--- src/rtl/core/curve_inverse_lookup_defines.svh ---
// Assertion macros shared by the lookup block.
`ifndef CURVE_INVERSE_LOOKUP_DEFINES_SVH
`define CURVE_INVERSE_LOOKUP_DEFINES_SVH

// Check that a condition implies another in the same cycle.
`define CIL_ASSERT_NOW(lbl, ante, cons, msg) \
  lbl: assert property (@(posedge clk) disable iff (!rst_n) (ante) |-> (cons)) \
    else $error(msg);

// Check that a condition implies another in the next cycle.
`define CIL_ASSERT_NEXT(lbl, ante, cons, msg) \
  lbl: assert property (@(posedge clk) disable iff (!rst_n) (ante) |=> (cons)) \
    else $error(msg);

`endif

--- src/rtl/core/cil_pkg.sv ---
package cil_pkg;

  localparam int CIL_MAX_KEYS = 256;

  localparam int DATA_W  = 32;
  localparam int COUNT_W = 9;
  localparam int QUO_W   = 34;
  localparam int DIV_STEPS = QUO_W / 2;

  // input commands
  localparam logic CMD_LOAD  = 1'b0;
  localparam logic CMD_QUERY = 1'b1;

  // configuration register indexes
  localparam logic CFG_KEY_COUNT  = 1'b0;
  localparam logic CFG_DESCENDING = 1'b1;

  // result status codes
  localparam logic [1:0] ST_OK  = 2'd0;
  localparam logic [1:0] ST_FEW = 2'd1;
  localparam logic [1:0] ST_SAT = 2'd2;

  // memory read address select
  localparam logic [1:0] RD_MID = 2'd0;
  localparam logic [1:0] RD_A   = 2'd1;
  localparam logic [1:0] RD_B   = 2'd2;

  typedef struct packed {
    logic       load;
    logic       start;
    logic [1:0] rd_sel;
    logic       step;
    logic       cap_a;
    logic       cap_b;
    logic       diff;
    logic       mul;
    logic       div_init;
    logic       div_step;
    logic       rnd;
    logic       out_load;
    logic       few;
  } cil_cmd_t;

  typedef struct packed {
    logic n_lt2;
    logic cnt_zero;
    logic flat;
    logic div_last;
    logic out_busy;
  } cil_sts_t;

endpackage

--- src/rtl/core/cil_ctrl.sv ---
module cil_ctrl import cil_pkg::*; (
  input  logic     clk,
  input  logic     rst_n,
  input  logic     in_valid,
  input  logic     in_command,
  output logic     in_stall,
  input  cil_sts_t sts,
  output cil_cmd_t cmd
);

  localparam logic [3:0] S_IDLE = 4'd0;
  localparam logic [3:0] S_SRD  = 4'd1;
  localparam logic [3:0] S_SCMP = 4'd2;
  localparam logic [3:0] S_RDB  = 4'd3;
  localparam logic [3:0] S_CAPB = 4'd4;
  localparam logic [3:0] S_DIFF = 4'd5;
  localparam logic [3:0] S_MUL  = 4'd6;
  localparam logic [3:0] S_DVI  = 4'd7;
  localparam logic [3:0] S_DIV  = 4'd8;
  localparam logic [3:0] S_RND  = 4'd9;
  localparam logic [3:0] S_OUT  = 4'd10;

  logic [3:0] state_r, state_nxt;
  logic       few_r, few_nxt;

  always_ff @(posedge clk) begin
    if (!rst_n) begin
      state_r <= S_IDLE;
      few_r   <= 1'b0;
    end else begin
      state_r <= state_nxt;
      few_r   <= few_nxt;
    end
  end

  assign in_stall = (state_r != S_IDLE);

  always_comb begin
    state_nxt = state_r;
    few_nxt   = few_r;
    cmd       = '0;
    cmd.few   = few_r;
    case (state_r)
      S_IDLE: begin
        if (in_valid && in_command == CMD_LOAD) begin
          cmd.load = 1'b1;
        end else if (in_valid) begin
          cmd.start = 1'b1;
          few_nxt   = sts.n_lt2;
          state_nxt = sts.n_lt2 ? S_OUT : S_SRD;
        end
      end
      S_SRD: begin
        // search done: fetch the key before the found one
        if (sts.cnt_zero) begin
          cmd.rd_sel = RD_A;
          state_nxt  = S_RDB;
        end else begin
          cmd.rd_sel = RD_MID;
          state_nxt  = S_SCMP;
        end
      end
      S_SCMP: begin
        cmd.step  = 1'b1;
        state_nxt = S_SRD;
      end
      S_RDB: begin
        cmd.rd_sel = RD_B;
        cmd.cap_a  = 1'b1;
        state_nxt  = S_CAPB;
      end
      S_CAPB: begin
        cmd.cap_b = 1'b1;
        state_nxt = S_DIFF;
      end
      S_DIFF: begin
        cmd.diff  = 1'b1;
        state_nxt = S_MUL;
      end
      S_MUL: begin
        cmd.mul   = 1'b1;
        state_nxt = sts.flat ? S_OUT : S_DVI;
      end
      S_DVI: begin
        cmd.div_init = 1'b1;
        state_nxt    = S_DIV;
      end
      S_DIV: begin
        cmd.div_step = 1'b1;
        if (sts.div_last) begin
          state_nxt = S_RND;
        end
      end
      S_RND: begin
        cmd.rnd   = 1'b1;
        state_nxt = S_OUT;
      end
      S_OUT: begin
        // hold until the output register is free
        if (!sts.out_busy) begin
          cmd.out_load = 1'b1;
          few_nxt      = 1'b0;
          state_nxt    = S_IDLE;
        end
      end
      default: begin
        state_nxt = S_IDLE;
      end
    endcase
  end

endmodule

--- config.mk ---
export PLATFORM = sky130hd
export DESIGN_NAME = cil_ctrl
export DESIGN_NICKNAME = d
export VERILOG_FILES = /design/src/rtl/core/curve_inverse_lookup_defines.svh /design/src/rtl/core/cil_pkg.sv /design/src/rtl/core/cil_ctrl.sv
export SDC_FILE = /design/constraint.sdc
export NUM_CORES = 1
export LEC_CHECK = 0
export BUFFER_PORTS_ARGS = -buffer_cell sky130_fd_sc_hd__buf_4
export CORE_AREA = 5 5 42 44
export DETAILED_ROUTE_END_ITERATION = 7
export DIE_AREA = 0 0 47 49
export MAX_ROUTING_LAYER = met4
export PLACE_DENSITY = 0.65
export SLEW_MARGIN = 20
export SYNTH_ARGS = -nofsm -noshare
export SYNTH_HDL_FRONTEND = slang
export SYNTH_SLANG_ARGS = --single-unit
--- constraint.sdc ---
create_clock -name clk -period 3.62 [get_ports clk]
set_clock_uncertainty 0.2 [all_clocks]
set_input_delay 0.724 -clock clk [delete_from_list [all_inputs] [get_ports clk]]
set_output_delay 0.724 -clock clk [all_outputs]
set_load 0.005 [all_outputs]
# Word level (Yosys, flattened, before mapping)
# Index checks and enable logic that the tools add are counted.
# Widths: inputs -> output; s select.
# word_totals
register_bits,5
latch_bits,0
mem_bits_rw,0
rom_bits,0
in_bits,9
wordCells,51
n_memories,0
# classes
n_addsub,0
multipliers,0
div_mod_pow,0
n_lt_le_gt_ge,0
n_eq_ne,14
n_shift,0
n_mux,28
bitwise,1
n_reduce_logical,6
# ops
op,n
$pmux 4 s11,1
$mux 4,6
$mux 1,18
$eq 4x3->1 const B,4
$eq 4x4->1 const B,3
$eq 4x2->1 const B,2
$ne 2x2->1 const B,4
$reduce_and 4->1,2
$eq 4x1->1 const B,1
$logic_not 4->1,1
$pmux 2 s2,1
$reduce_bool 4->1,1
$mux 2,1
$pmux 1 s2,1
$reduce_bool 2->1,1
$logic_and 1x1->1,1
$not 1->1,1

# Logic depth before layout (Yosys ltp)
# Gate-level depths: netlist of run 1.
# logic_depth
ltp_word,4
ltp_mapped,6
depth_no_buf,5

# Worst setup path after synthesis of run 1
# No wires, ideal clock.
# synth_timing
path_kind,register to output
start,reg state_r[2]
end,out cmd[3] in the netlist's numbering
arrival_time_ns,1.128
setup_slack_ns,1.568
path_stages_with_launch,6
n_path_buf,2
path_cell_list,dfxtp_1 -> buf_6 -> or2_1 -> buf_6 -> or3_4 -> inv_1
# synth_lines
item,line,rtl
"start, declared",cil_ctrl.sv:23,"logic [3:0] state_r, state_nxt;"
"start signal, assigned",cil_ctrl.sv:31,state_r <= state_nxt;
"end, declared",cil_ctrl.sv:8,output cil_cmd_t cmd

==> summary.md, run 1 <==
| Metric | Value |
|---|---|
| Run status | `completed` |
| Reported max-cap violation count | `0` |
| Clock tree root buffer cell | `sky130_fd_sc_hd__clkbuf_4` |
| Top delay family on crit path | `simple AND/OR/NAND/NOR gates` |
| Critical path capture point type | `output pin` |
| Htree depth | `1` |
| Number of DRC markers in iteration 0 | `7` |
| Drt wl/cell | `12.4 um` |
| Netlist area before placement | `477 sq um` |
| Layout overhead on the synthesized area | `37.0%` |
| Total global routing track utilization | `12.9%` |
| Pwr Density | `664 nW/um^2` |
| Sum of negative setup slack | `0 ps` |
| Wire length of the first global-routing pass | `2230 um` |
| Placeable Area | `1400 sq um` |
| Initial Util | `approximately 34%` |
| Sequential element share of the synthesized area | `21.0%` |
| Leading post-synthesis cells by cell area | `sky130_fd_sc_hd__dfxtp_1 (21%), sky130_fd_sc_hd__nor3_1 (7.3%), sky130_fd_sc_hd__nand2_1 (6.3%)` |
| Highest-count cells in the layout ignoring fill and taps | `sky130_fd_sc_hd__buf_4 (23), sky130_fd_sc_hd__nand2_1 (8), sky130_fd_sc_hd__nor2_1 (8)` |
| Floorplan die area | `2300 sq um` |
| Type of the worst min-delay path | `reg -> reg` |
| N_diodes | `0` |
| Count of buffering cells on the critical path with inverters included | `2` |
| Power Internal | `0.000238 W` |
| Post-placement cell area | `approximately 630 sq um` |
| Main flop type after synthesis | `sky130_fd_sc_hd__dfxtp_1` |
| DRC violation count after routing | `0` |
| Maximum number of pins on one net before global-route repair | `15` |
| Hold violation total from the final report | `0` |
| Maximum vdd ir drop | `0.189 mV` |
| Sw Ratio | `45.1%` |
| Final standard cell area without fillers | `roughly 650 sq um` |
| Clock network power share | `14.7%` |
| Number of buffers inserted for hold repair after clock tree synthesis | `0` |
| Nets | `just over 100` |
| Number of fill cells | `166` |
| First drt pass iteration count | `4` |
| Last weighted congestion value of the routability-driven placer | `around 0.77` |
| Clk Latency, worst-skew pair | `between 200 and 250 ps` |
| Chain of cells forming the critical path | `inv_1 -> or3_1 -> nor2_1 -> buf_4` |
| Mapped Nets | `81` |
| Count of final setup violators | `0` |
| Tightest slew margin relative to the limit | `between 60 and 70%` |
| Port Buffers | `23` |
| Switching component of the power | `0.000196 W` |
| Global route overflow | `0` |
| Yosys warning total | `0` |
| Timing-limited maximum frequency | `~0.39 GHz` |
| Ports placed on the boundary | `24` |
| Storage cell area | `100 sq um` |
| Clk pin slew, worst setup/hold paths | `around 50 ps` |
| Height of the die | `49 um` |
| Standby leakage power | `roughly 0.31 nW` |
| Part of the cycle the worst path needs | `a little under three quarters` |
| Average vias per placed instance | `5.10` |
| FFs w/ async S/R, synth | `0%` |
| Worst-case clock buffer depth | `2` |
| Setup repair after global routing missed its margin | `false` |
| PostCTS Resize Cnt | `0` |
| Layout cell share with drive strength beyond 1 | `a little under a third` |
| Final-report max-slew violation count | `0` |
| Combinational share of power | `57.2%` |
| Count of flip-flops with a built-in enable after synthesis | `0` |
| Cells after synthesis | `72` |
| Number of global-route vias before repair | `526` |
| Sink count of the clock tree | `5` |
| Antenna violations before repair | `0` |
| Most common library cell in the layout ignoring fill and taps | `sky130_fd_sc_hd__buf_4` |
| Time the final worst path needs with I/O delays and setup | `2590 ps` |
| Crit path launch type | `flip-flop` |
| Area leader, netlist | `sky130_fd_sc_hd__dfxtp_1` |
| TritonCTS clock tree | `built` |
| Area taken by multi-input logic gates | `308 sq um` |
| Worst path arrival time | `approximately 1700 ps` |
| Die span in x | `47 um` |
| Slowest library cell on the worst path | `sky130_fd_sc_hd__dfxtp_1` |
| Number of buffers created by CTS | `3` |
| Average cell area after synthesis | `about 6.6 sq um` |
| Share of total power in sequential cells | `between 20 and 30%` |
| Netlist cell types | `26` |
| Antenna-violating nets left | `0` |
| Required arrival time at the worst endpoint | `2700 ps` |
| Post-DP HPWL | `between 1000 and 1500 um` |
| Share of the synthesized area in the top cell type | `21.0%` |
| Total wire length | `around 1400 um` |
| Number of setup buffers added after CTS | `0` |
| Crit Path Max Fanout | `13` |
| Via count | `556` |
| Number of synthesized register bits | `5` |
| Largest stage delay on the critical path | `560 ps` |
| Slew at the pin closest to its max-slew limit | `447 ps` |
| Total number of placement rows | `14` |
| Crit path kind | `reg -> out` |
==> cell usage after synthesis (2+ instances only) <==
| cell type | number |
|---|---|
| sky130_fd_sc_hd__nand2_1 | 8 |
| sky130_fd_sc_hd__nor3_1 | 7 |
| sky130_fd_sc_hd__a21oi_1 | 3 |
| sky130_fd_sc_hd__o21ai_0 | 4 |
| sky130_fd_sc_hd__and3_1 | 2 |
| sky130_fd_sc_hd__clkbuf_1 | 2 |
| sky130_fd_sc_hd__mux2i_1 | 2 |
| sky130_fd_sc_hd__dfxtp_1 | 5 |
| sky130_fd_sc_hd__o211ai_1 | 3 |
| sky130_fd_sc_hd__nor2_1 | 8 |
| sky130_fd_sc_hd__nand2b_1 | 4 |
| sky130_fd_sc_hd__buf_6 | 2 |
| sky130_fd_sc_hd__nand3_1 | 3 |
| sky130_fd_sc_hd__inv_1 | 7 |
==> power groups by stage <==
stage | logic [W] | clock network (W) | registers (W)
after floorplan | 0.000211 | 0 | 0.0000836
after global placement | 0.000249 | 0 | 0.000122
after detailed placement | 0.000252 | 0 | 0.000122
after CTS | 0.000253 | 0.0000655 | 0.000121
after global routing | 0.000285 | 0.0000709 | 0.000130
final | 0.000248 | 0.0000636 | 0.000122
==> state kept, by name (all words and copies together), names as in the netlist <==
signal	flops
few_r	1
state_r	4
==> worst register-to-register path, cell delays in order (launching register included) <==
cell,delay [ps]
sky130_fd_sc_hd__dfxtp_1,560
sky130_fd_sc_hd__inv_1,190
sky130_fd_sc_hd__or3_4,430
sky130_fd_sc_hd__o221ai_2,240
sky130_fd_sc_hd__mux2i_1,210
==> per-layer routing <==
metal | part of all wire, % | track usage (%) | wire length [um] | vias up
li1 | - | - | - | 288
met2 | 46 | 19.0 | 629 | 26
met1 | 44 | 18.0 | 598 | 242
met4 | 0 | 0 | 0 | 0
met5 | 0 | - | 0 | -
met3 | 9.3 | 4.43 | 126 | 0
==> worst paths after layout <==
| check | cells past startpoint | endpoint | slack, ps | startpoint |
|---|---|---|---|---|
| worst min register to register | 2 | few_r | 310 | few_r |
| worst max-delay path | 4 | cmd[1] | 1030 | state_r[3] |
| worst max register to register | 4 | state_r[3] | 1730 | state_r[3] |
| worst min-delay path | 2 | few_r | 310 | few_r |
==> kinds of logic after synthesis <==
family / count (synthesis) / share of synthesized area, %
multiplexers: 2 / 4.20
AO/OA/AOI/OAI: 15 / 21.5
buffers and inverters: 13 / 14.4
AND/OR/NAND/NOR: 37 / 38.8
flip-flops: 5 / 21.0
==> final cells by class <==
class	count	share of cell area, %
multi-input combinational	54	47.1
inverter	7	4.02
timing repair buffer	23	26.4
tap	16	3.07
clock buffer	4	4.02
sequential	5	15.3
==> per-stage QoR <==
step | util, % | worst slack [ps] | total power, W | hold WS [ps] | instances
5_1_grt | 46.6 | 900 | 0.000486 | 345 | 109
6_report | 46.6 | 1030 | 0.000434 | 306 | 109
4_1_cts | 46.6 | 1040 | 0.000440 | 307 | 109
3_3_place_gp | 44.7 | 1330 | 0.000371 | 299 | 105
2_1_floorplan | - | 1570 | 0.000294 | 274 | 72
3_5_place_dp | 44.7 | 1300 | 0.000374 | 301 | 105
No activity file was read; power rests on OpenSTA's default activity.
==> run 2: changes to the inputs <==
--- a/config.mk
+++ b/config.mk
@@ -10,7 +10,7 @@
 export DETAILED_ROUTE_END_ITERATION = 7
 export DIE_AREA = 0 0 47 49
 export MAX_ROUTING_LAYER = met4
-export PLACE_DENSITY = 0.65
+export PLACE_DENSITY = 0.68
 export SLEW_MARGIN = 20
 export SYNTH_ARGS = -nofsm -noshare
 export SYNTH_HDL_FRONTEND = slang
==> constraint.sdc (replaced) <==
create_clock -name clk -period 2.3 [get_ports clk]
set_clock_uncertainty 0.2 [all_clocks]
set_input_delay 0.46 -clock clk [delete_from_list [all_inputs] [get_ports clk]]
set_output_delay 0.46 -clock clk [all_outputs]
set_load 0.005 [all_outputs]
==> run 2 against run 1 <==
  * Cell area is 0.38% higher
  * Sequential power is 59% higher
  * Combinational power is 58% higher
  * First-iteration DRC count grew to 3.3 times the previous value
  * Power is 58% higher
  * Non-clock buffer count stayed put
  * Final cell count stayed put
  * Clock power is 57% higher
  * Via count is 0.72% higher
  * Worst hold slack worse by 5.1 ps
  * Count of clock-buffer cells in the layout stayed put
  * Critical path type unchanged
  * Critical endpoint unchanged
  * Largest cell class unchanged
  * Highest routed layer unchanged
==> summary.md, run 2 (synthesized netlist as in run 1, its figures left out) <==
| Metric | Value |
|---|---|
| Tightest slew margin relative to the limit | `71.1% (+1.2 points)` |
| Worst slack after detailed placement | `241 ps (-1060 ps)` |
| Global route overflow | `0 (unchanged)` |
| Number of cells traversed by the worst register-to-register path | `4 (unchanged)` |
| Final Non-Filler Cells | `109 (unchanged)` |
| Top Usage Layer GRT | `met2` |
| Power Total | `0.000687 W (+58%)` |
| Total number of placement rows | `14 (unchanged)` |
| Required arrival time at the worst endpoint | `1640 ps (-1060 ps)` |
| Crit path launch type | `flip-flop` |
| Die span in x | `47 um (unchanged)` |
| Max FFs per register | `4 (unchanged)` |
| Timing startpoint of the critical path | `state_r[3]` |
| Number of setup buffers added after CTS | `0 (unchanged)` |
| Post-DP HPWL | `1060 um (-1.6%)` |
| GR Layer Usage met1 | `17.8% (-0.26 points)` |
| Highest-count cells in the layout ignoring fill and taps | `sky130_fd_sc_hd__buf_4 (23), sky130_fd_sc_hd__nand2_1 (8), sky130_fd_sc_hd__nor2_1 (8)` |
| Most common library cell in the layout ignoring fill and taps | `sky130_fd_sc_hd__buf_4` |
| Switching component of the power | `0.000309 W (+58%)` |
| Part of the cycle the worst path needs | `93.0%` |
| Largest registers in the final layout | `state_r (4), few_r (1)` |
| Sink count of the clock tree | `5 (unchanged)` |
| Run status | `completed` |
| Antenna-violating nets left | `0 (unchanged)` |
| Clk Latency, worst-skew pair | `240 ps (about the same)` |
| Crit Path Max Fanout | `13 (unchanged)` |
| Power Internal | `0.000378 W (+59%)` |
| Placeable Area | `1400 sq um (unchanged)` |
| Number of global-route vias before repair | `522 (-0.76%)` |
| Number of buffers inserted for hold repair after clock tree synthesis | `0 (unchanged)` |
| Clock tree root buffer cell | `sky130_fd_sc_hd__clkbuf_4` |
| PostCTS Resize Cnt | `1 (+1)` |
| Layout overhead on the synthesized area | `37.5%` |
| Worst-case clock buffer depth | `2 (unchanged)` |
| Total global routing track utilization | `12.8% (about the same)` |
| Worst reg2reg path startpoint | `state_r[2]` |
| Hold violation total from the final report | `0 (unchanged)` |
| Nets | `103 (unchanged)` |
| Layout cell share with drive strength beyond 1 | `32.3% (+2.2 points)` |
| Average vias per placed instance | `5.14 (+0.72%)` |
| Met2 routing resource usage after global routing | `17.9% (-1.1 points)` |
| Flop2flop setup slack | `510 ps (-1220 ps)` |
| Time the final worst path needs with I/O delays and setup | `2140 ps` |
| Drt wl/cell | `12.5 um (+0.52%)` |
| Reported max-cap violation count | `0 (unchanged)` |
| Htree depth | `1 (unchanged)` |
| Number of buffers created by CTS | `3 (unchanged)` |
| Maximum number of pins on one net before global-route repair | `15 (unchanged)` |
| N_diodes | `0 (unchanged)` |
| TritonCTS clock tree | `built` |
| Total wire length | `1360 um (+0.52%)` |
| Share of total power in sequential cells | `28.3% (+0.2 points)` |
| Global routing usage on met3 | `4.43% (unchanged)` |
| Sw Ratio | `44.9% (-0.19 points)` |
| Standby leakage power | `0.307 nW (+0.24%)` |
| Via count | `560 (+0.72%)` |
| Combinational share of power | `57.2% (about the same)` |
| Timing-limited maximum frequency | `approximately 0.47 GHz` |
| Post-route setup slack | `161 ps (-870 ps)` |
| Placed cell count | `105 (unchanged)` |
| Crit path kind | `reg -> out` |
| Clk pin slew, worst setup/hold paths | `40 ps (about the same)` |
| Height of the die | `49 um (unchanged)` |
| Floorplan die area | `2300 sq um (unchanged)` |
| Count of final setup violators | `0 (unchanged)` |
| Maximum vdd ir drop | `0.414 mV (+120%)` |
| Number of DRC markers in iteration 0 | `23 (+16)` |
| Ports placed on the boundary | `24 (unchanged)` |
| Critical Path End | `cmd[1]` |
| Final-report max-slew violation count | `0 (unchanged)` |
| First drt pass iteration count | `4 (unchanged)` |
| Port Buffers | `23 (unchanged)` |
| DRC violation count after routing | `0 (unchanged)` |
| Sum of negative setup slack | `0 ps (unchanged)` |
| Initial Util | `34.0% (unchanged)` |
| Antenna violations before repair | `0 (unchanged)` |
| Type of the worst min-delay path | `reg -> reg` |
| Last weighted congestion value of the routability-driven placer | `0.816 (+6.3%)` |
| Number of fill cells | `154 (-7.2%)` |
| Wire length of the first global-routing pass | `2210 um (-0.90%)` |
| Most flop-heavy register | `state_r` |
| Worst path arrival time | `1480 ps (-180 ps)` |
| Slew at the pin closest to its max-slew limit | `429 ps (-18.2 ps)` |
| Critical path capture point type | `output pin` |
| Clock network power share | `14.5% (-0.2 points)` |
| Pwr Density | `1050 nW/um^2 (+58%)` |
| Worst R2R End | `state_r[3]` |
| Setup repair after global routing missed its margin | `false` |
## run 2: cell counts in the layout (fill, tap and decap cells not counted)
Identical to the previous run, type by type.
## run 2: power by group through the flow
stage,sequential (W),combinational [W],clock [W]
finish,0.000194,0.000393,0.0000997
global route,0.000204,0.000440,0.000115
CTS,0.000191,0.000398,0.000105
detailed placement,0.000191,0.000395,0
global placement,0.000189,0.000392,0
floorplan,0.000132,0.000332,0
## run 2: worst min-delay path by stage
| stage | end | cells past startpoint | slack (ps) | startpoint |
|---|---|---|---|---|
| floorplan | few_r | 2 | 270 | few_r |
| global placement | few_r | 2 | 300 | few_r |
| CTS | state_r[0] | 3 | 290 | rst_n |
| finish | few_r | 2 | 300 | few_r |
| global route | state_r[0] | 3 | 300 | rst_n |
| detailed placement | few_r | 2 | 300 | few_r |
## run 2: routing by layer
| layer | vias up | share of wire [%] |
|---|---|---|
| li1 | 289 | - |
| met1 | 238 | 44 |
| met3 | 0 | 10 |
| met5 | - | 0 |
| met2 | 33 | 46 |
| met4 | 0 | 0 |
## run 2: cell type report
class                      instances  area [sq um]  share of cell area, %
timing repair buffer              23           173                   26.3
multi-input combinational         54           308                   46.9
inverter                           7          26.3                   4.01
clock buffer                       4          26.3                   4.01
tap                               16          20.0                   3.05
sequential                         5           103                   15.6
## run 2: critical path: stages (launching register included)
cell and delay, ps:
sky130_fd_sc_hd__dfxtp_2 440, sky130_fd_sc_hd__inv_1 140, sky130_fd_sc_hd__or3_1 440, sky130_fd_sc_hd__nor2_1 110, sky130_fd_sc_hd__buf_4 110
## run 2: through the flow
stage / utilization, % / hold slack (ps) / area, sq um
after detailed placement: 44.7 / 304 / 627
after global routing: 46.8 / 301 / 656
after floorplan: - / 274 / 477
final: 46.8 / 301 / 656
after global placement: 44.7 / 298 / 627
after CTS: 46.7 / 287 / 654
